**config.mk**
```make
export PLATFORM = sky130hd
export DESIGN_NAME = best_fit_partition_allocator_flat
export DESIGN_NICKNAME = d
export VERILOG_FILES = /design/src/hw/rtl/bfpa_pkg.sv /design/src/hw/rtl/bfpa_if.sv /design/src/hw/rtl/bfpa_ram.sv /design/src/hw/rtl/bfpa_gap.sv /design/src/hw/rtl/best_fit_partition_allocator.sv /design/src/flat_wrapper.sv
export SDC_FILE = /design/constraint.sdc
export NUM_CORES = 2
export LEC_CHECK = 0
export ABC_AREA = 0
export BUFFER_PORTS_ARGS = -buffer_cell sky130_fd_sc_hd__buf_2
export CORE_UTILIZATION = 60
export CTS_CLUSTER_SIZE = 28
export DETAILED_ROUTE_END_ITERATION = 16
export PLACE_DENSITY = 0.82
export SLEW_MARGIN = 25
export SYNTH_ARGS = -nofsm -noshare
export SYNTH_HDL_FRONTEND = slang
export SYNTH_SLANG_ARGS = --single-unit
export TNS_END_PERCENT = 30
```
**constraint.sdc**
```tcl
create_clock -name clk_i -period 13.7 [get_ports clk_i]
set_clock_uncertainty 0.2 [all_clocks]
set_input_delay 2.74 -clock clk_i [delete_from_list [all_inputs] [get_ports clk_i]]
set_output_delay 2.74 -clock clk_i [all_outputs]
set_load 0.01 [all_outputs]
```
**src/hw/rtl/bfpa_pkg.sv**
```systemverilog
// Shared types and constants of the best-fit partition allocator.
package bfpa_pkg;

  localparam int AddrW  = 20;
  localparam int IdW    = 16;
  localparam int TimeW  = 16;
  localparam int TlW    = 17;
  localparam int OpW    = 3;
  localparam int StatW  = 3;
  localparam int FreedW = 6;

  typedef enum logic [OpW-1:0] {
    OP_ALLOC   = 3'd0,
    OP_FREE    = 3'd1,
    OP_TICK    = 3'd2,
    OP_COMPACT = 3'd3,
    OP_QUERY   = 3'd4
  } op_e;

  typedef enum logic [StatW-1:0] {
    ST_OK      = 3'd0,
    ST_NO_FIT  = 3'd1,
    ST_UNKNOWN = 3'd2,
    ST_DUP     = 3'd3,
    ST_FULL    = 3'd4
  } status_e;

  typedef enum logic [2:0] {
    S_IDLE,
    S_SCAN,
    S_DECIDE,
    S_SHIFT,
    S_INSERT,
    S_RESP
  } state_e;

  // One job record, kept in address order in the table memory
  typedef struct packed {
    logic [IdW-1:0]   id;
    logic [AddrW-1:0] start;
    logic [AddrW-1:0] size;
    logic [TlW-1:0]   tl;
  } entry_t;

  // Command from the sequencer to the gap tracker
  typedef struct packed {
    logic             clr;
    logic             upd;
    logic [AddrW-1:0] lim;
    logic [AddrW-1:0] nxt_end;
  } gap_cmd_t;

endpackage

```
**src/hw/rtl/bfpa_if.sv**
```systemverilog
// Request and response channel interfaces of the allocator.
interface bfpa_req_if;
  logic                        valid;
  logic                        ready;
  logic [bfpa_pkg::OpW-1:0]    op;
  logic [bfpa_pkg::IdW-1:0]    job_id;
  logic [bfpa_pkg::AddrW-1:0]  job_size;
  logic [bfpa_pkg::TimeW-1:0]  job_time;
  logic [bfpa_pkg::TimeW-1:0]  elapsed;
  modport source (output valid, op, job_id, job_size, job_time, elapsed, input ready);
  modport sink   (input valid, op, job_id, job_size, job_time, elapsed, output ready);
endinterface

interface bfpa_rsp_if;
  logic                        valid;
  logic                        ready;
  logic [bfpa_pkg::StatW-1:0]  status;
  logic [bfpa_pkg::AddrW-1:0]  start_addr;
  logic [bfpa_pkg::AddrW-1:0]  free_units;
  logic [bfpa_pkg::FreedW-1:0] freed_count;
  modport source (output valid, status, start_addr, free_units, freed_count, input ready);
  modport sink   (input valid, status, start_addr, free_units, freed_count, output ready);
endinterface

```
**src/hw/rtl/bfpa_ram.sv**
```systemverilog
// Generic single-port-write, single-port-read RAM with registered read.
module bfpa_ram #(
  parameter int WIDTH = 8,
  parameter int DEPTH = 16
) (
  input  logic                     clk_i,
  input  logic                     we_i,
  input  logic [$clog2(DEPTH)-1:0] waddr_i,
  input  logic [WIDTH-1:0]         wdata_i,
  input  logic [$clog2(DEPTH)-1:0] raddr_i,
  output logic [WIDTH-1:0]         rdata_o
);
  logic [WIDTH-1:0] mem_q [DEPTH];

  always_ff @(posedge clk_i) begin
    if (we_i) begin
      mem_q[waddr_i] <= wdata_i;
    end
    rdata_o <= mem_q[raddr_i];
  end
endmodule

```
**src/hw/rtl/bfpa_gap.sv**
```systemverilog
// Best-fit gap tracker: walks gaps in address order and keeps the smallest fit.
module bfpa_gap #(
  parameter int CountW = 6
) (
  input  logic                       clk_i,
  input  logic                       rst_ni,
  input  bfpa_pkg::gap_cmd_t         cmd_i,
  input  logic [CountW-1:0]          pos_i,
  input  logic [bfpa_pkg::AddrW-1:0] req_size_i,
  output logic                       found_o,
  output logic [bfpa_pkg::AddrW-1:0] best_addr_o,
  output logic [CountW-1:0]          best_pos_o
);
  logic [bfpa_pkg::AddrW-1:0] prev_end_q, prev_end_d;
  logic [bfpa_pkg::AddrW-1:0] best_gap_q, best_gap_d;
  logic [bfpa_pkg::AddrW-1:0] best_addr_q, best_addr_d;
  logic [CountW-1:0]          best_pos_q, best_pos_d;
  logic                       found_q, found_d;
  logic [bfpa_pkg::AddrW-1:0] gap;
  logic                       fits;

  // Gap ahead of the current limit and the best-fit test
  always_comb begin
    gap  = cmd_i.lim - prev_end_q;
    fits = (req_size_i != '0) && (cmd_i.lim >= prev_end_q) && (gap >= req_size_i) &&
           (!found_q || (gap < best_gap_q));
    prev_end_d  = prev_end_q;
    best_gap_d  = best_gap_q;
    best_addr_d = best_addr_q;
    best_pos_d  = best_pos_q;
    found_d     = found_q;
    if (cmd_i.clr) begin
      prev_end_d = '0;
      found_d    = 1'b0;
    end else if (cmd_i.upd) begin
      if (fits) begin
        found_d     = 1'b1;
        best_gap_d  = gap;
        best_addr_d = prev_end_q;
        best_pos_d  = pos_i;
      end
      if (cmd_i.nxt_end > prev_end_q) begin
        prev_end_d = cmd_i.nxt_end;
      end
    end
  end

  always_ff @(posedge clk_i or negedge rst_ni) begin
    if (!rst_ni) begin
      found_q    <= 1'b0;
      prev_end_q <= '0;
    end else begin
      found_q    <= found_d;
      prev_end_q <= prev_end_d;
    end
  end

  always_ff @(posedge clk_i) begin
    best_gap_q  <= best_gap_d;
    best_addr_q <= best_addr_d;
    best_pos_q  <= best_pos_d;
  end

  assign found_o     = found_q;
  assign best_addr_o = best_addr_q;
  assign best_pos_o  = best_pos_q;
endmodule

```
**src/hw/rtl/best_fit_partition_allocator.sv**
```systemverilog
// Top level: sequencer over the address-ordered job table memory.
//
//  channel  | dir | transfer when       | payload
//  ---------+-----+---------------------+-----------------------------------------
//  req_i    | in  | valid && ready      | op, job_id, job_size, job_time, elapsed
//  rsp_o    | out | valid && ready      | status, start_addr, free_units, freed_count
//  cfg      | in  | cfg_we_i            | cfg_wdata_i = mem_size
//
// Jobs sit in the table RAM sorted by start address, one read per cycle.
// Free, tick, compact and query take one pass over the table.
// Allocate takes a pass plus a shift of the entries above the chosen gap.
// Reset and a mem_size write empty the table at once.
// A new request is taken in idle even while the last response still waits.
module best_fit_partition_allocator #(
  parameter int MAX_JOBS = 32
) (
  input  logic                       clk_i,
  input  logic                       rst_ni,
  bfpa_req_if.sink                   req_i,
  bfpa_rsp_if.source                 rsp_o,
  input  logic                       cfg_we_i,
  input  logic [bfpa_pkg::AddrW-1:0] cfg_wdata_i
);
  localparam int PosW   = $clog2(MAX_JOBS);
  localparam int CountW = $clog2(MAX_JOBS + 1);
  localparam int EntW   = $bits(bfpa_pkg::entry_t);
  localparam logic [CountW-1:0] MaxCount = CountW'(MAX_JOBS);
  localparam logic [CountW-1:0] One      = CountW'(1);

  bfpa_pkg::state_e state_q, state_d;

  logic [bfpa_pkg::OpW-1:0]    op_q, op_d;
  logic [bfpa_pkg::IdW-1:0]    id_q, id_d;
  logic [bfpa_pkg::AddrW-1:0]  size_q, size_d;
  logic [bfpa_pkg::TimeW-1:0]  time_q, time_d;
  logic [bfpa_pkg::TimeW-1:0]  elapsed_q, elapsed_d;

  logic [bfpa_pkg::AddrW-1:0]  mem_size_q;
  logic [bfpa_pkg::AddrW-1:0]  free_q, free_d;
  logic [CountW-1:0]           count_q, count_d;
  logic [CountW-1:0]           rd_idx_q, rd_idx_d;
  logic [CountW-1:0]           wr_idx_q, wr_idx_d;
  logic [CountW-1:0]           pend_pos_q, pend_pos_d;
  logic                        pend_q, pend_d;
  logic                        issue_q, issue_d;
  logic                        hit_q, hit_d;
  logic                        dup_q, dup_d;
  logic [bfpa_pkg::AddrW-1:0]  at_q, at_d;
  logic [bfpa_pkg::FreedW-1:0] freed_q, freed_d;
  logic [bfpa_pkg::StatW-1:0]  res_status_q, res_status_d;
  logic [bfpa_pkg::AddrW-1:0]  res_addr_q, res_addr_d;

  logic                        out_v_q, out_v_d;
  logic [bfpa_pkg::StatW-1:0]  out_status_q, out_status_d;
  logic [bfpa_pkg::AddrW-1:0]  out_addr_q, out_addr_d;
  logic [bfpa_pkg::AddrW-1:0]  out_free_q, out_free_d;
  logic [bfpa_pkg::FreedW-1:0] out_freed_q, out_freed_d;

  // Table memory port signals
  logic                        ram_we;
  logic [PosW-1:0]             ram_waddr;
  logic [PosW-1:0]             ram_raddr;
  logic [EntW-1:0]             ram_wdata;
  logic [EntW-1:0]             ram_rdata;
  bfpa_pkg::entry_t            rd_ent;
  bfpa_pkg::entry_t            wr_ent;

  // Gap tracker
  bfpa_pkg::gap_cmd_t          gcmd;
  logic [CountW-1:0]           gpos;
  logic                        g_found;
  logic [bfpa_pkg::AddrW-1:0]  g_addr;
  logic [CountW-1:0]           g_pos;

  logic                        expired;
  logic                        id_match;

  assign rd_ent    = bfpa_pkg::entry_t'(ram_rdata);
  assign ram_wdata = EntW'(wr_ent);

  bfpa_ram #(
    .WIDTH (EntW),
    .DEPTH (MAX_JOBS)
  ) u_table (
    .clk_i   (clk_i),
    .we_i    (ram_we),
    .waddr_i (ram_waddr),
    .wdata_i (ram_wdata),
    .raddr_i (ram_raddr),
    .rdata_o (ram_rdata)
  );

  bfpa_gap #(
    .CountW (CountW)
  ) u_gap (
    .clk_i       (clk_i),
    .rst_ni      (rst_ni),
    .cmd_i       (gcmd),
    .pos_i       (gpos),
    .req_size_i  (size_q),
    .found_o     (g_found),
    .best_addr_o (g_addr),
    .best_pos_o  (g_pos)
  );

  assign req_i.ready       = (state_q == bfpa_pkg::S_IDLE);
  assign rsp_o.valid       = out_v_q;
  assign rsp_o.status      = out_status_q;
  assign rsp_o.start_addr  = out_addr_q;
  assign rsp_o.free_units  = out_free_q;
  assign rsp_o.freed_count = out_freed_q;

  assign expired  = ({1'b0, elapsed_q} >= rd_ent.tl);
  assign id_match = (rd_ent.id == id_q);

  // Next state, table access and result bookkeeping
  always_comb begin
    state_d      = state_q;
    op_d         = op_q;
    id_d         = id_q;
    size_d       = size_q;
    time_d       = time_q;
    elapsed_d    = elapsed_q;
    free_d       = free_q;
    count_d      = count_q;
    rd_idx_d     = rd_idx_q;
    wr_idx_d     = wr_idx_q;
    pend_pos_d   = pend_pos_q;
    pend_d       = 1'b0;
    issue_d      = issue_q;
    hit_d        = hit_q;
    dup_d        = dup_q;
    at_d         = at_q;
    freed_d      = freed_q;
    res_status_d = res_status_q;
    res_addr_d   = res_addr_q;
    out_v_d      = out_v_q && !rsp_o.ready;
    out_status_d = out_status_q;
    out_addr_d   = out_addr_q;
    out_free_d   = out_free_q;
    out_freed_d  = out_freed_q;
    ram_we       = 1'b0;
    ram_waddr    = '0;
    ram_raddr    = rd_idx_q[PosW-1:0];
    wr_ent       = rd_ent;
    gcmd         = '0;
    gpos         = pend_pos_q;

    unique case (state_q)
      bfpa_pkg::S_IDLE: begin
        if (req_i.valid) begin
          op_d         = req_i.op;
          id_d         = req_i.job_id;
          size_d       = req_i.job_size;
          time_d       = req_i.job_time;
          elapsed_d    = req_i.elapsed;
          rd_idx_d     = '0;
          wr_idx_d     = '0;
          hit_d        = 1'b0;
          dup_d        = 1'b0;
          at_d         = '0;
          freed_d      = '0;
          res_status_d = bfpa_pkg::ST_OK;
          res_addr_d   = '0;
          gcmd.clr     = 1'b1;
          state_d      = bfpa_pkg::S_SCAN;
        end
      end

      bfpa_pkg::S_SCAN: begin
        // Handle the entry read in the previous cycle
        if (pend_q) begin
          unique case (op_q)
            bfpa_pkg::OP_ALLOC: begin
              if (id_match) begin
                dup_d = 1'b1;
              end
              gcmd.upd     = 1'b1;
              gcmd.lim     = rd_ent.start;
              gcmd.nxt_end = rd_ent.start + rd_ent.size;
            end
            bfpa_pkg::OP_FREE: begin
              if (id_match && !hit_q) begin
                hit_d   = 1'b1;
                free_d  = free_q + rd_ent.size;
                freed_d = bfpa_pkg::FreedW'(1);
              end else begin
                ram_we    = 1'b1;
                ram_waddr = wr_idx_q[PosW-1:0];
                wr_idx_d  = wr_idx_q + One;
              end
            end
            bfpa_pkg::OP_TICK: begin
              if (expired) begin
                free_d = free_q + rd_ent.size;
                if (freed_q != '1) begin
                  freed_d = freed_q + bfpa_pkg::FreedW'(1);
                end
              end else begin
                wr_ent.tl = rd_ent.tl - {1'b0, elapsed_q};
                ram_we    = 1'b1;
                ram_waddr = wr_idx_q[PosW-1:0];
                wr_idx_d  = wr_idx_q + One;
              end
            end
            bfpa_pkg::OP_COMPACT: begin
              wr_ent.start = at_q;
              ram_we       = 1'b1;
              ram_waddr    = pend_pos_q[PosW-1:0];
              at_d         = at_q + rd_ent.size;
            end
            bfpa_pkg::OP_QUERY: begin
              if (id_match && !hit_q) begin
                hit_d      = 1'b1;
                res_addr_d = rd_ent.start;
              end
            end
            default: begin
            end
          endcase
        end

        // Issue the next read, or close the pass
        if (rd_idx_q < count_q) begin
          pend_d     = 1'b1;
          pend_pos_d = rd_idx_q;
          rd_idx_d   = rd_idx_q + One;
        end else if (!pend_q) begin
          unique case (op_q)
            bfpa_pkg::OP_ALLOC: begin
              // Trailing gap up to the end of the space
              gcmd.upd = 1'b1;
              gcmd.lim = mem_size_q;
              gpos     = count_q;
              state_d  = bfpa_pkg::S_DECIDE;
            end
            bfpa_pkg::OP_FREE: begin
              res_status_d = hit_q ? bfpa_pkg::ST_OK : bfpa_pkg::ST_UNKNOWN;
              count_d      = wr_idx_q;
              state_d      = bfpa_pkg::S_RESP;
            end
            bfpa_pkg::OP_TICK: begin
              count_d = wr_idx_q;
              state_d = bfpa_pkg::S_RESP;
            end
            bfpa_pkg::OP_QUERY: begin
              res_status_d = hit_q ? bfpa_pkg::ST_OK : bfpa_pkg::ST_UNKNOWN;
              state_d      = bfpa_pkg::S_RESP;
            end
            default: begin
              state_d = bfpa_pkg::S_RESP;
            end
          endcase
        end
      end

      bfpa_pkg::S_DECIDE: begin
        priority if (dup_q) begin
          res_status_d = bfpa_pkg::ST_DUP;
          state_d      = bfpa_pkg::S_RESP;
        end else if (count_q == MaxCount) begin
          res_status_d = bfpa_pkg::ST_FULL;
          state_d      = bfpa_pkg::S_RESP;
        end else if (!g_found) begin
          res_status_d = bfpa_pkg::ST_NO_FIT;
          state_d      = bfpa_pkg::S_RESP;
        end else if (g_pos == count_q) begin
          state_d = bfpa_pkg::S_INSERT;
        end else begin
          rd_idx_d = count_q - One;
          issue_d  = 1'b1;
          state_d  = bfpa_pkg::S_SHIFT;
        end
      end

      bfpa_pkg::S_SHIFT: begin
        // Move entries above the chosen gap up by one, top first
        if (pend_q) begin
          ram_we    = 1'b1;
          ram_waddr = PosW'(pend_pos_q + One);
        end
        if (issue_q) begin
          pend_d     = 1'b1;
          pend_pos_d = rd_idx_q;
          if (rd_idx_q == g_pos) begin
            issue_d = 1'b0;
          end else begin
            rd_idx_d = rd_idx_q - One;
          end
        end else if (!pend_q) begin
          state_d = bfpa_pkg::S_INSERT;
        end
      end

      bfpa_pkg::S_INSERT: begin
        wr_ent.id    = id_q;
        wr_ent.start = g_addr;
        wr_ent.size  = size_q;
        wr_ent.tl    = {1'b0, time_q};
        ram_we       = 1'b1;
        ram_waddr    = g_pos[PosW-1:0];
        count_d      = count_q + One;
        free_d       = free_q - size_q;
        res_addr_d   = g_addr;
        state_d      = bfpa_pkg::S_RESP;
      end

      bfpa_pkg::S_RESP: begin
        if (!out_v_q || rsp_o.ready) begin
          out_v_d      = 1'b1;
          out_status_d = res_status_q;
          out_addr_d   = res_addr_q;
          out_free_d   = free_q;
          out_freed_d  = freed_q;
          state_d      = bfpa_pkg::S_IDLE;
        end
      end

      default: begin
        state_d = bfpa_pkg::S_IDLE;
      end
    endcase

    // A size write empties the table
    if (cfg_we_i) begin
      count_d = '0;
      free_d  = cfg_wdata_i;
    end
  end

  // State register
  always_ff @(posedge clk_i or negedge rst_ni) begin
    if (!rst_ni) begin
      state_q <= bfpa_pkg::S_IDLE;
    end else begin
      state_q <= state_d;
    end
  end

  // Control registers
  always_ff @(posedge clk_i or negedge rst_ni) begin
    if (!rst_ni) begin
      mem_size_q <= '0;
      free_q     <= '0;
      count_q    <= '0;
      pend_q     <= 1'b0;
      issue_q    <= 1'b0;
      out_v_q    <= 1'b0;
    end else begin
      if (cfg_we_i) begin
        mem_size_q <= cfg_wdata_i;
      end
      free_q  <= free_d;
      count_q <= count_d;
      pend_q  <= pend_d;
      issue_q <= issue_d;
      out_v_q <= out_v_d;
    end
  end

  // Payload and working registers
  always_ff @(posedge clk_i) begin
    op_q         <= op_d;
    id_q         <= id_d;
    size_q       <= size_d;
    time_q       <= time_d;
    elapsed_q    <= elapsed_d;
    rd_idx_q     <= rd_idx_d;
    wr_idx_q     <= wr_idx_d;
    pend_pos_q   <= pend_pos_d;
    hit_q        <= hit_d;
    dup_q        <= dup_d;
    at_q         <= at_d;
    freed_q      <= freed_d;
    res_status_q <= res_status_d;
    res_addr_q   <= res_addr_d;
    out_status_q <= out_status_d;
    out_addr_q   <= out_addr_d;
    out_free_q   <= out_free_d;
    out_freed_q  <= out_freed_d;
  end
endmodule

```
**src/flat_wrapper.sv**
```systemverilog
// flat-port wrapper written by rule: the top's interface ports become plain ports
module best_fit_partition_allocator_flat 
#(
  parameter int MAX_JOBS = 32
)
  (clk_i, rst_ni, cfg_we_i, cfg_wdata_i, req_i_valid, req_i_op, req_i_job_id, req_i_job_size, req_i_job_time, req_i_elapsed, req_i_ready, rsp_o_valid, rsp_o_status, rsp_o_start_addr, rsp_o_free_units, rsp_o_freed_count, rsp_o_ready);
  bfpa_req_if req_i_i ();
  bfpa_rsp_if rsp_o_i ();
  input  logic clk_i;
  input  logic rst_ni;
  input  logic cfg_we_i;
  input  logic [bfpa_pkg::AddrW-1:0] cfg_wdata_i;
  input wire logic [$bits(req_i_i.valid)-1:0] req_i_valid;
  input wire logic [$bits(req_i_i.op)-1:0] req_i_op;
  input wire logic [$bits(req_i_i.job_id)-1:0] req_i_job_id;
  input wire logic [$bits(req_i_i.job_size)-1:0] req_i_job_size;
  input wire logic [$bits(req_i_i.job_time)-1:0] req_i_job_time;
  input wire logic [$bits(req_i_i.elapsed)-1:0] req_i_elapsed;
  output wire logic [$bits(req_i_i.ready)-1:0] req_i_ready;
  output wire logic [$bits(rsp_o_i.valid)-1:0] rsp_o_valid;
  output wire logic [$bits(rsp_o_i.status)-1:0] rsp_o_status;
  output wire logic [$bits(rsp_o_i.start_addr)-1:0] rsp_o_start_addr;
  output wire logic [$bits(rsp_o_i.free_units)-1:0] rsp_o_free_units;
  output wire logic [$bits(rsp_o_i.freed_count)-1:0] rsp_o_freed_count;
  input wire logic [$bits(rsp_o_i.ready)-1:0] rsp_o_ready;
  assign req_i_i.valid = req_i_valid;
  assign req_i_i.op = req_i_op;
  assign req_i_i.job_id = req_i_job_id;
  assign req_i_i.job_size = req_i_job_size;
  assign req_i_i.job_time = req_i_job_time;
  assign req_i_i.elapsed = req_i_elapsed;
  assign req_i_ready = req_i_i.ready;
  assign rsp_o_valid = rsp_o_i.valid;
  assign rsp_o_status = rsp_o_i.status;
  assign rsp_o_start_addr = rsp_o_i.start_addr;
  assign rsp_o_free_units = rsp_o_i.free_units;
  assign rsp_o_freed_count = rsp_o_i.freed_count;
  assign rsp_o_i.ready = rsp_o_ready;
  best_fit_partition_allocator #(.MAX_JOBS(MAX_JOBS)) u_core (.clk_i(clk_i), .rst_ni(rst_ni), .req_i(req_i_i), .rsp_o(rsp_o_i), .cfg_we_i(cfg_we_i), .cfg_wdata_i(cfg_wdata_i));
endmodule
```
* Word level (Yosys, flattened, before mapping)
Memories as Yosys holds them, arrays and structs flattened. A register that Yosys moved wholly into a read port is not among the register bits.
Cells that the tools add are included.
** Operators by class
- Multiplexer cells :: 125
- Bitwise operators :: 1
- Eq/ne operators :: 48
- Order comparisons :: 6
- Add/subtract/negate cells :: 13
- Reductions and logical operators :: 44
- Multipliers :: 0
- Shift-type cells :: 0
- Div/mod/pow operators :: 0
** Operator list (count)
- 20-bit two-way mux :: 16
- 20-bit one-hot mux with 2 select lines :: 4
- 6-bit two-way mux :: 25
- 41-bit two-way mux :: 3
- 6-bit one-hot mux with 2 select lines :: 6
- 21-bit two-way mux :: 3
- 20-bit adder :: 3
- 20-bit one-hot mux with 3 select lines :: 1
- 3-bit two-way mux :: 18
- 17-bit two-way mux :: 3
- 20-bit >= comparator :: 2
- 20-bit subtractor :: 2
- 17-bit one-hot mux with 2 select lines :: 1
- 5-bit one-hot mux with 3 select lines :: 2
- 1-bit two-way mux :: 28
- 2-bit != test, second input constant :: 14
- 5-bit AND reduction :: 5
- 6-bit by 1-bit adder with 6-bit output, second input constant :: 4
- 6-bit one-hot mux with 4 select lines :: 1
- 20-bit greater-than comparator :: 1
- 20-bit less-than comparator :: 1
- 5-bit two-way mux :: 4
- 20-bit nonzero test :: 1
- 3-bit != test, second input constant :: 6
- other kinds (38) :: 83
** Word-level totals
- Memories kept :: 1
- Output and inout bits :: 51
- Input port bits :: 96
- Bits in latches :: 0
- Bits in registers :: 308
- Memory bits (read-only) :: 0
- Bits in writable memories :: 2336
- Logic and storage cells :: 268
** Memory list
- u_core.u_table.mem_q :: depth 32, width 73, rd ports 1, clocked after memory_dff 1, wr ports 1, line bfpa_ram.sv:13 : logic [WIDTH-1:0] mem_q [DEPTH];

* Depth between registers and ports, before layout
- Depth in word-level cells :: 14
- Gate-level depth with buffers :: 29
- Gate-level depth less buffers :: 28

* Modules after synthesis
A second synthesis with hierarchy kept.
** Second synthesis, totals
- Cells, all modules :: 5613
- Area total of the unflattened synthesis :: 110604.8 sq um
** Modules (own cells, without submodules)
- bfpa_ram :: sequential area each 71608.7 sq um, cells each 3537, area each 90096.4 sq um, instances 1
- best_fit_partition_allocator :: sequential area each 6976.7 sq um, cells each 1499, area each 15132.0 sq um, instances 1
- bfpa_gap :: sequential area each 1906.8 sq um, cells each 577, area each 5376.4 sq um, instances 1

* Worst setup path after synthesis
OpenSTA, ideal clock, no wires.
- Kind :: register to register
- From :: register u_core.count_q[2]
- To :: register u_core.u_gap.best_addr_q (netlist bit u_core.u_gap.best_addr_o[0]), enable pin
- Required time :: 12993 ps
- Clock period less this slack :: 9895 ps
- Cell stages (with the launch flop) :: 30
- Slack :: 3805 ps
- Arrival time :: 9188 ps
- Setup time :: 507 ps
- Buffers on the path :: 2
- Cells stage by stage :: dfrtp_1 > clkbuf_1 > inv_1 > ha_1 > a21o_1 > a211o_1 > a21oi_1 > nor3_1 > clkbuf_1 > a22oi_1 > ha_1 > inv_1 > fa_1 > a21o_1 > a21oi_1 > o21bai_1 > a2111oi_0 > o31ai_1 > a21o_1 > a21oi_1 > xnor2_1 > ha_1 > nand4_1 > nor3_1 > a211o_1 > a21o_1 > a211oi_1 > o221ai_1 > a211o_1 > nor3_1
** Between the ends
- Cells in the longest elaborated chain, start to end :: 8
- Elaborated cells between the ends (all ways) :: 12
- Classes of those cells :: add/sub: 1; order compare: 4; mux: 2; reduce/logical: 5
** Ends and longest elaborated chain
- from (decl) :: line best_fit_partition_allocator.sv:40 : logic [CountW-1:0] count_q, count_d;
- from (signal assigned) :: line best_fit_partition_allocator.sv:354 : count_q <= count_d;
- 6-bit less-than comparator * :: line best_fit_partition_allocator.sv:224 : if (rd_idx_q < count_q) begin
- 21-bit two-way mux * :: line best_fit_partition_allocator.sv:224
- 41-bit two-way mux * :: line best_fit_partition_allocator.sv:149 : unique case (state_q)
- 20-bit subtractor * :: line bfpa_gap.sv:24 : gap = cmd_i.lim - prev_end_q;
- via u_core.u_gap.gap (one bit) :: line bfpa_gap.sv:19 : logic [bfpa_pkg::AddrW-1:0] gap;
- 20-bit >= comparator or 20-bit less-than comparator (tied branches) :: line bfpa_gap.sv:25, bfpa_gap.sv:26
- 1-bit logical AND or 1-bit logical OR (tied branches) :: line bfpa_gap.sv:25, bfpa_gap.sv:26
- 1-bit logical AND * :: line bfpa_gap.sv:25 : fits = (req_size_i != '0) && (cmd_i.lim >= prev_end_q) && (gap >= req_size_i) &&
- 3-bit AND reduction (no source line) *
- to (signal assigned) :: line bfpa_gap.sv:60 : best_addr_q <= best_addr_d;
- to (decl) :: line bfpa_gap.sv:16 : logic [bfpa_pkg::AddrW-1:0] best_addr_q, best_addr_d;
Mark *: on every way through the listed nets, which the timed path passes. The rest lies on a longest branch.
A chain may end at the register's enable or synchronous reset.

* Final worst setup path
- From :: register u_core.state_q[2]
- To :: register u_core.u_gap.best_gap_q[1] in the netlist's numbering, enable pin
** Between the ends
- Cells in the longest elaborated chain, start to end :: 7
- Elaborated cells between the ends (all ways) :: 14
- Classes of those cells :: add/sub: 1; order compare: 3; eq/ne: 1; mux: 2; bitwise: 1; reduce/logical: 6
** Ends and longest elaborated chain
- from (decl) :: line best_fit_partition_allocator.sv:30 : bfpa_pkg::state_e state_q, state_d;
- from (signal assigned) :: line best_fit_partition_allocator.sv:334 : state_q <= bfpa_pkg::S_IDLE;
- from (signal assigned) :: line best_fit_partition_allocator.sv:336 : state_q <= state_d;
- 3-bit by 1-bit equality test with 1-bit output * :: line best_fit_partition_allocator.sv:149
- 41-bit two-way mux * :: line best_fit_partition_allocator.sv:149
- 20-bit subtractor * :: line bfpa_gap.sv:24
- via u_core.u_gap.gap (one bit) :: line bfpa_gap.sv:19
- 20-bit >= comparator or 20-bit less-than comparator (tied branches) :: line bfpa_gap.sv:25, bfpa_gap.sv:26
- 1-bit logical AND or 1-bit logical OR (tied branches) :: line bfpa_gap.sv:25, bfpa_gap.sv:26
- 1-bit logical AND * :: line bfpa_gap.sv:25
- 3-bit AND reduction (no source line) *
- to (signal assigned) :: line bfpa_gap.sv:59 : best_gap_q <= best_gap_d;
- to (decl) :: line bfpa_gap.sv:15 : logic [bfpa_pkg::AddrW-1:0] best_gap_q, best_gap_d;
Marked as above.

==> results list <==
* Via-to-Cell Ratio: 7.39
- Count of nets left with antenna violations after detail routing: 0
- Total Power: approximately 28 mW
* Net Count, Synth: ~5.7k
* Most common cell in the synthesized netlist: sky130_fd_sc_hd__edfxtp_1
* Met1 global-route usage: between 40% and 50%
- After the last flow step, the layout net total stands at about 6.0k.
- On the final layout, the worst hold slack is 217 ps.
* Final number of hold-violating endpoints: 0
* Pin count of the biggest net entering global routing: 150
* Normalized max-slew margin: a little over 20%
* Tightest Pin Transition: between 1000 and 1500 ps
- The initial antenna violation count is 12.
* Area overhead of the layout relative to synthesis: 11.4%
* Post-CTS Repair Setup Buffers: 0
* Number of buffers and inverters on the critical path: 5
- The later pin in the worst-skew pair is clocked with a latency of 900 ps.
* Hold/Removal Path Class: reg2reg
- Summed over all instances, the cell type with the most area after synthesis is sky130_fd_sc_hd__edfxtp_1.
* Number of buffers added on ports: around 150
- Kind of start point of the critical path: register
* Time the worst path needs with I/O delays and setup: 8890 ps
- The via count of the first global-routing pass came to about 60k.
* Largest buffer count on any clock path: 3
- After detailed routing, the number of remaining DRC violations is 0.
- Setup violations remaining at the end of the flow were counted as 0.
- Routing usage on met2: 53.9%
- Maximum cell stage delay along the critical path: roughly 830 ps
- The routed layout has 61.3k vias.
* Required time of the critical path: approximately 14000 ps
* Post-CTS Hold Fix Bufs: 0
* Max FO, Critical Path: 37
- Dividing the final minimum period by the clock period gives about two thirds.
- Total negative slack for setup checks: 0 ps
* Wirelength per Cell: approximately 38 um
- The first routing iteration left about 11k violations.
- Global placer's final weighted congestion: approximately 0.96
* Layout cell share with drive strength beyond 1: about a quarter
- The tree is rooted in a sky130_fd_sc_hd__clkbuf_16.
- Once the floorplan was initialized, standard cells occupied about three fifths of the core.
- On the critical path the largest part of the delay comes from compound AO/OA/AOI/OAI gates.
- Sequential area share after synthesis: 73.4%
* Number of flops mapped to enable cells by yosys: between 2k and 3k
- Prevailing post-synth register cell: sky130_fd_sc_hd__edfxtp_1
* Mean instance size in the synthesized netlist: around 20 sq um
- At the worst endpoint, the arrival time is between 9000 and 10000 ps.
* Result of the run: complete, no violations
- For this run, global-route usage on met3 was measured as under 10%.
- The total overflow left after global routing is 0.
- Slowest stage cell, crit path: sky130_fd_sc_hd__a2111oi_0
- Post-cts sizing count: 0
- The tool flagged a number of max-cap violations equal to 0.
- Die outline width: 430 um
* Standby leakage power: 40.1 nW
- Count of TritonRoute iterations in the first routing pass: 9
- Fin area: 0.122 sq mm
- Top post-synthesis cells by count: sky130_fd_sc_hd__edfxtp_1, sky130_fd_sc_hd__mux4_2, sky130_fd_sc_hd__clkbuf_1
- HPWL after detailed placement: between 150 and 200 mm
- Total Wirelength: ~320 mm
* Overall die area: 0.184 sq mm
- Final critical-path setup slack: between 4000 and 5000 ps
* Setup repair after global routing missed its margin: false
* Overall Global Routing Usage: a little over a third
- TritonCTS built the clock tree.
- Number of primary I/O pins: 147
* Critical Setup Path Class: reg2reg
- TritonCTS Buffers: between 200 and 250
* Total number of H-tree levels: 4
- Flip-flop and latch count after synthesis: approximately 2.7k
- FMAX: around 0.11 GHz
- Cell types with the largest area share after synthesis: sky130_fd_sc_hd__edfxtp_1, sky130_fd_sc_hd__mux4_2, sky130_fd_sc_hd__ha_1, sky130_fd_sc_hd__dfrtp_1, sky130_fd_sc_hd__dfxtp_1
* First-pass GRT wire length: roughly 450 mm
- Clock tree synthesis found a total of about 2.7k sinks.
- Synthesis produced 5419 cells.
- Die span in y: roughly 430 um
* Count of different cell masters after synthesis: just under 80
* Async set or reset register ratio after synthesis: under 10%
* Synth Warn #: 0
* Area share of the largest cell type after synthesis: a little over 70%
* Netlist area before placement: between 0.1 and 0.15 sq mm
* Final slew viol count: 0
- In this run the power density over the cells is about 230 mW/mm^2.
- The floorplan has 156 rows.
* CTS clock-pin slew for the worst setup and hold paths: approximately 70 ps
* Area of the placeable core: roughly 0.18 sq mm
- Across all register-to-register paths, the minimum setup slack is between 4000 and 5000 ps.
- VDD sags by at most around 0.18 mV.
* Dpl cell area: ~0.11 sq mm
* Fill cell count: 10.3k
* Pre-CTS worst setup slack: roughly 5000 ps
- Critical path capture point type: register
* Most heavily used metal layer in global routing: met2
## placed cells by master, fill, tap and decap left out, types with 38 or more instances in the layout
cell type and instances:
sky130_fd_sc_hd__edfxtp_1 2571, sky130_fd_sc_hd__mux4_2 730, sky130_fd_sc_hd__clkbuf_16 243, sky130_fd_sc_hd__nand2_1 176, sky130_fd_sc_hd__ha_1 168, sky130_fd_sc_hd__nor2_1 164
sky130_fd_sc_hd__inv_1 146, sky130_fd_sc_hd__buf_2 144, sky130_fd_sc_hd__buf_4 131, sky130_fd_sc_hd__a21oi_1 108, sky130_fd_sc_hd__o21ai_0 102, sky130_fd_sc_hd__mux2_2 97
sky130_fd_sc_hd__dfrtp_1 73, sky130_fd_sc_hd__dfxtp_1 73, sky130_fd_sc_hd__xnor2_1 69, sky130_fd_sc_hd__xor2_1 65, sky130_fd_sc_hd__clkinv_2 51, sky130_fd_sc_hd__clkbuf_1 48
sky130_fd_sc_hd__a21o_1 47, sky130_fd_sc_hd__nand3_1 41, sky130_fd_sc_hd__a22o_1 40, sky130_fd_sc_hd__nor3_1 39, sky130_fd_sc_hd__clkinv_1 38
## layer usage
layer	share of wire [%]	wire, um
met5	0.019	62
met1	33	106000
met2	47	149000
met3	14	44400
met4	5.9	18700
## path summary, 6_finish.rpt
check,start,endpoint,cells after the start
setup / recovery,u_core.state_q[2]$_DFFE_PN0P_,u_core.u_gap.best_gap_q[1]$_DFFE_PP_,29
hold / removal,u_core.res_addr_q[4]$_DFFE_PP_,u_core.rsp_o.start_addr[4]$_DFFE_PP_,0
setup reg to reg,u_core.state_q[2]$_DFFE_PN0P_,u_core.u_gap.best_gap_q[1]$_DFFE_PP_,29
hold reg to reg,u_core.res_addr_q[4]$_DFFE_PP_,u_core.rsp_o.start_addr[4]$_DFFE_PP_,0
max in group asynchronous,rst_ni,u_core.u_gap.prev_end_q[16]$_DFFE_PN0P_,2
min in group asynchronous,rst_ni,u_core.state_q[2]$_DFFE_PN0P_,1
## through the flow
step	utilization [%]	instances
after floorplan	-	5419
after global placement	62.9	7824
after detailed placement	62.9	7824
after CTS	67.3	8280
after global routing	67.4	8284
final	67.4	8287
## state kept, by name, indices dropped and copies added, names as in the netlist, 20 cells and up
name	flops
u_core.at_q	20
u_core.free_q	20
u_core.mem_size_q	20
u_core.res_addr_q	20
u_core.rsp_o.free_units	20
u_core.rsp_o.start_addr	20
u_core.size_q	20
u_core.u_gap.best_addr_o	20
u_core.u_gap.best_gap_q	20
u_core.u_gap.prev_end_q	20
u_core.u_table.mem_q	2336
u_core.u_table.rdata_o	73
## logic make-up after synthesis
logic type	synth area share (%)
flip-flops	73.4
multiplexers	16.1
AND/OR/NAND/NOR	2.60
AO/OA/AOI/OAI	3.39
buffers and inverters	1.39
adder cells (fa/ha/maj)	2.03
XOR/XNOR	1.07
## power breakdown
part	leakage (nW)	switching, mW	internal, mW
Sequential	24.8	0.525	11.3
Clock	3.88	3.17	3.79
Combinational	11.4	5.81	3.82
Total	40.1	9.51	18.9
## cell type report
cell class	count	area (sq um)	area share [%]
sequential	2717	80500	65.9
multi-input combinational	2303	28200	23.1
clock buffer	308	6490	5.32
tap	2370	2970	2.43
timing repair buffer	289	1960	1.61
clock inverter	148	1460	1.20
inverter	148	558	0.457
antenna	4	10.0	0.00820
(Power assumes the default switching activity.)
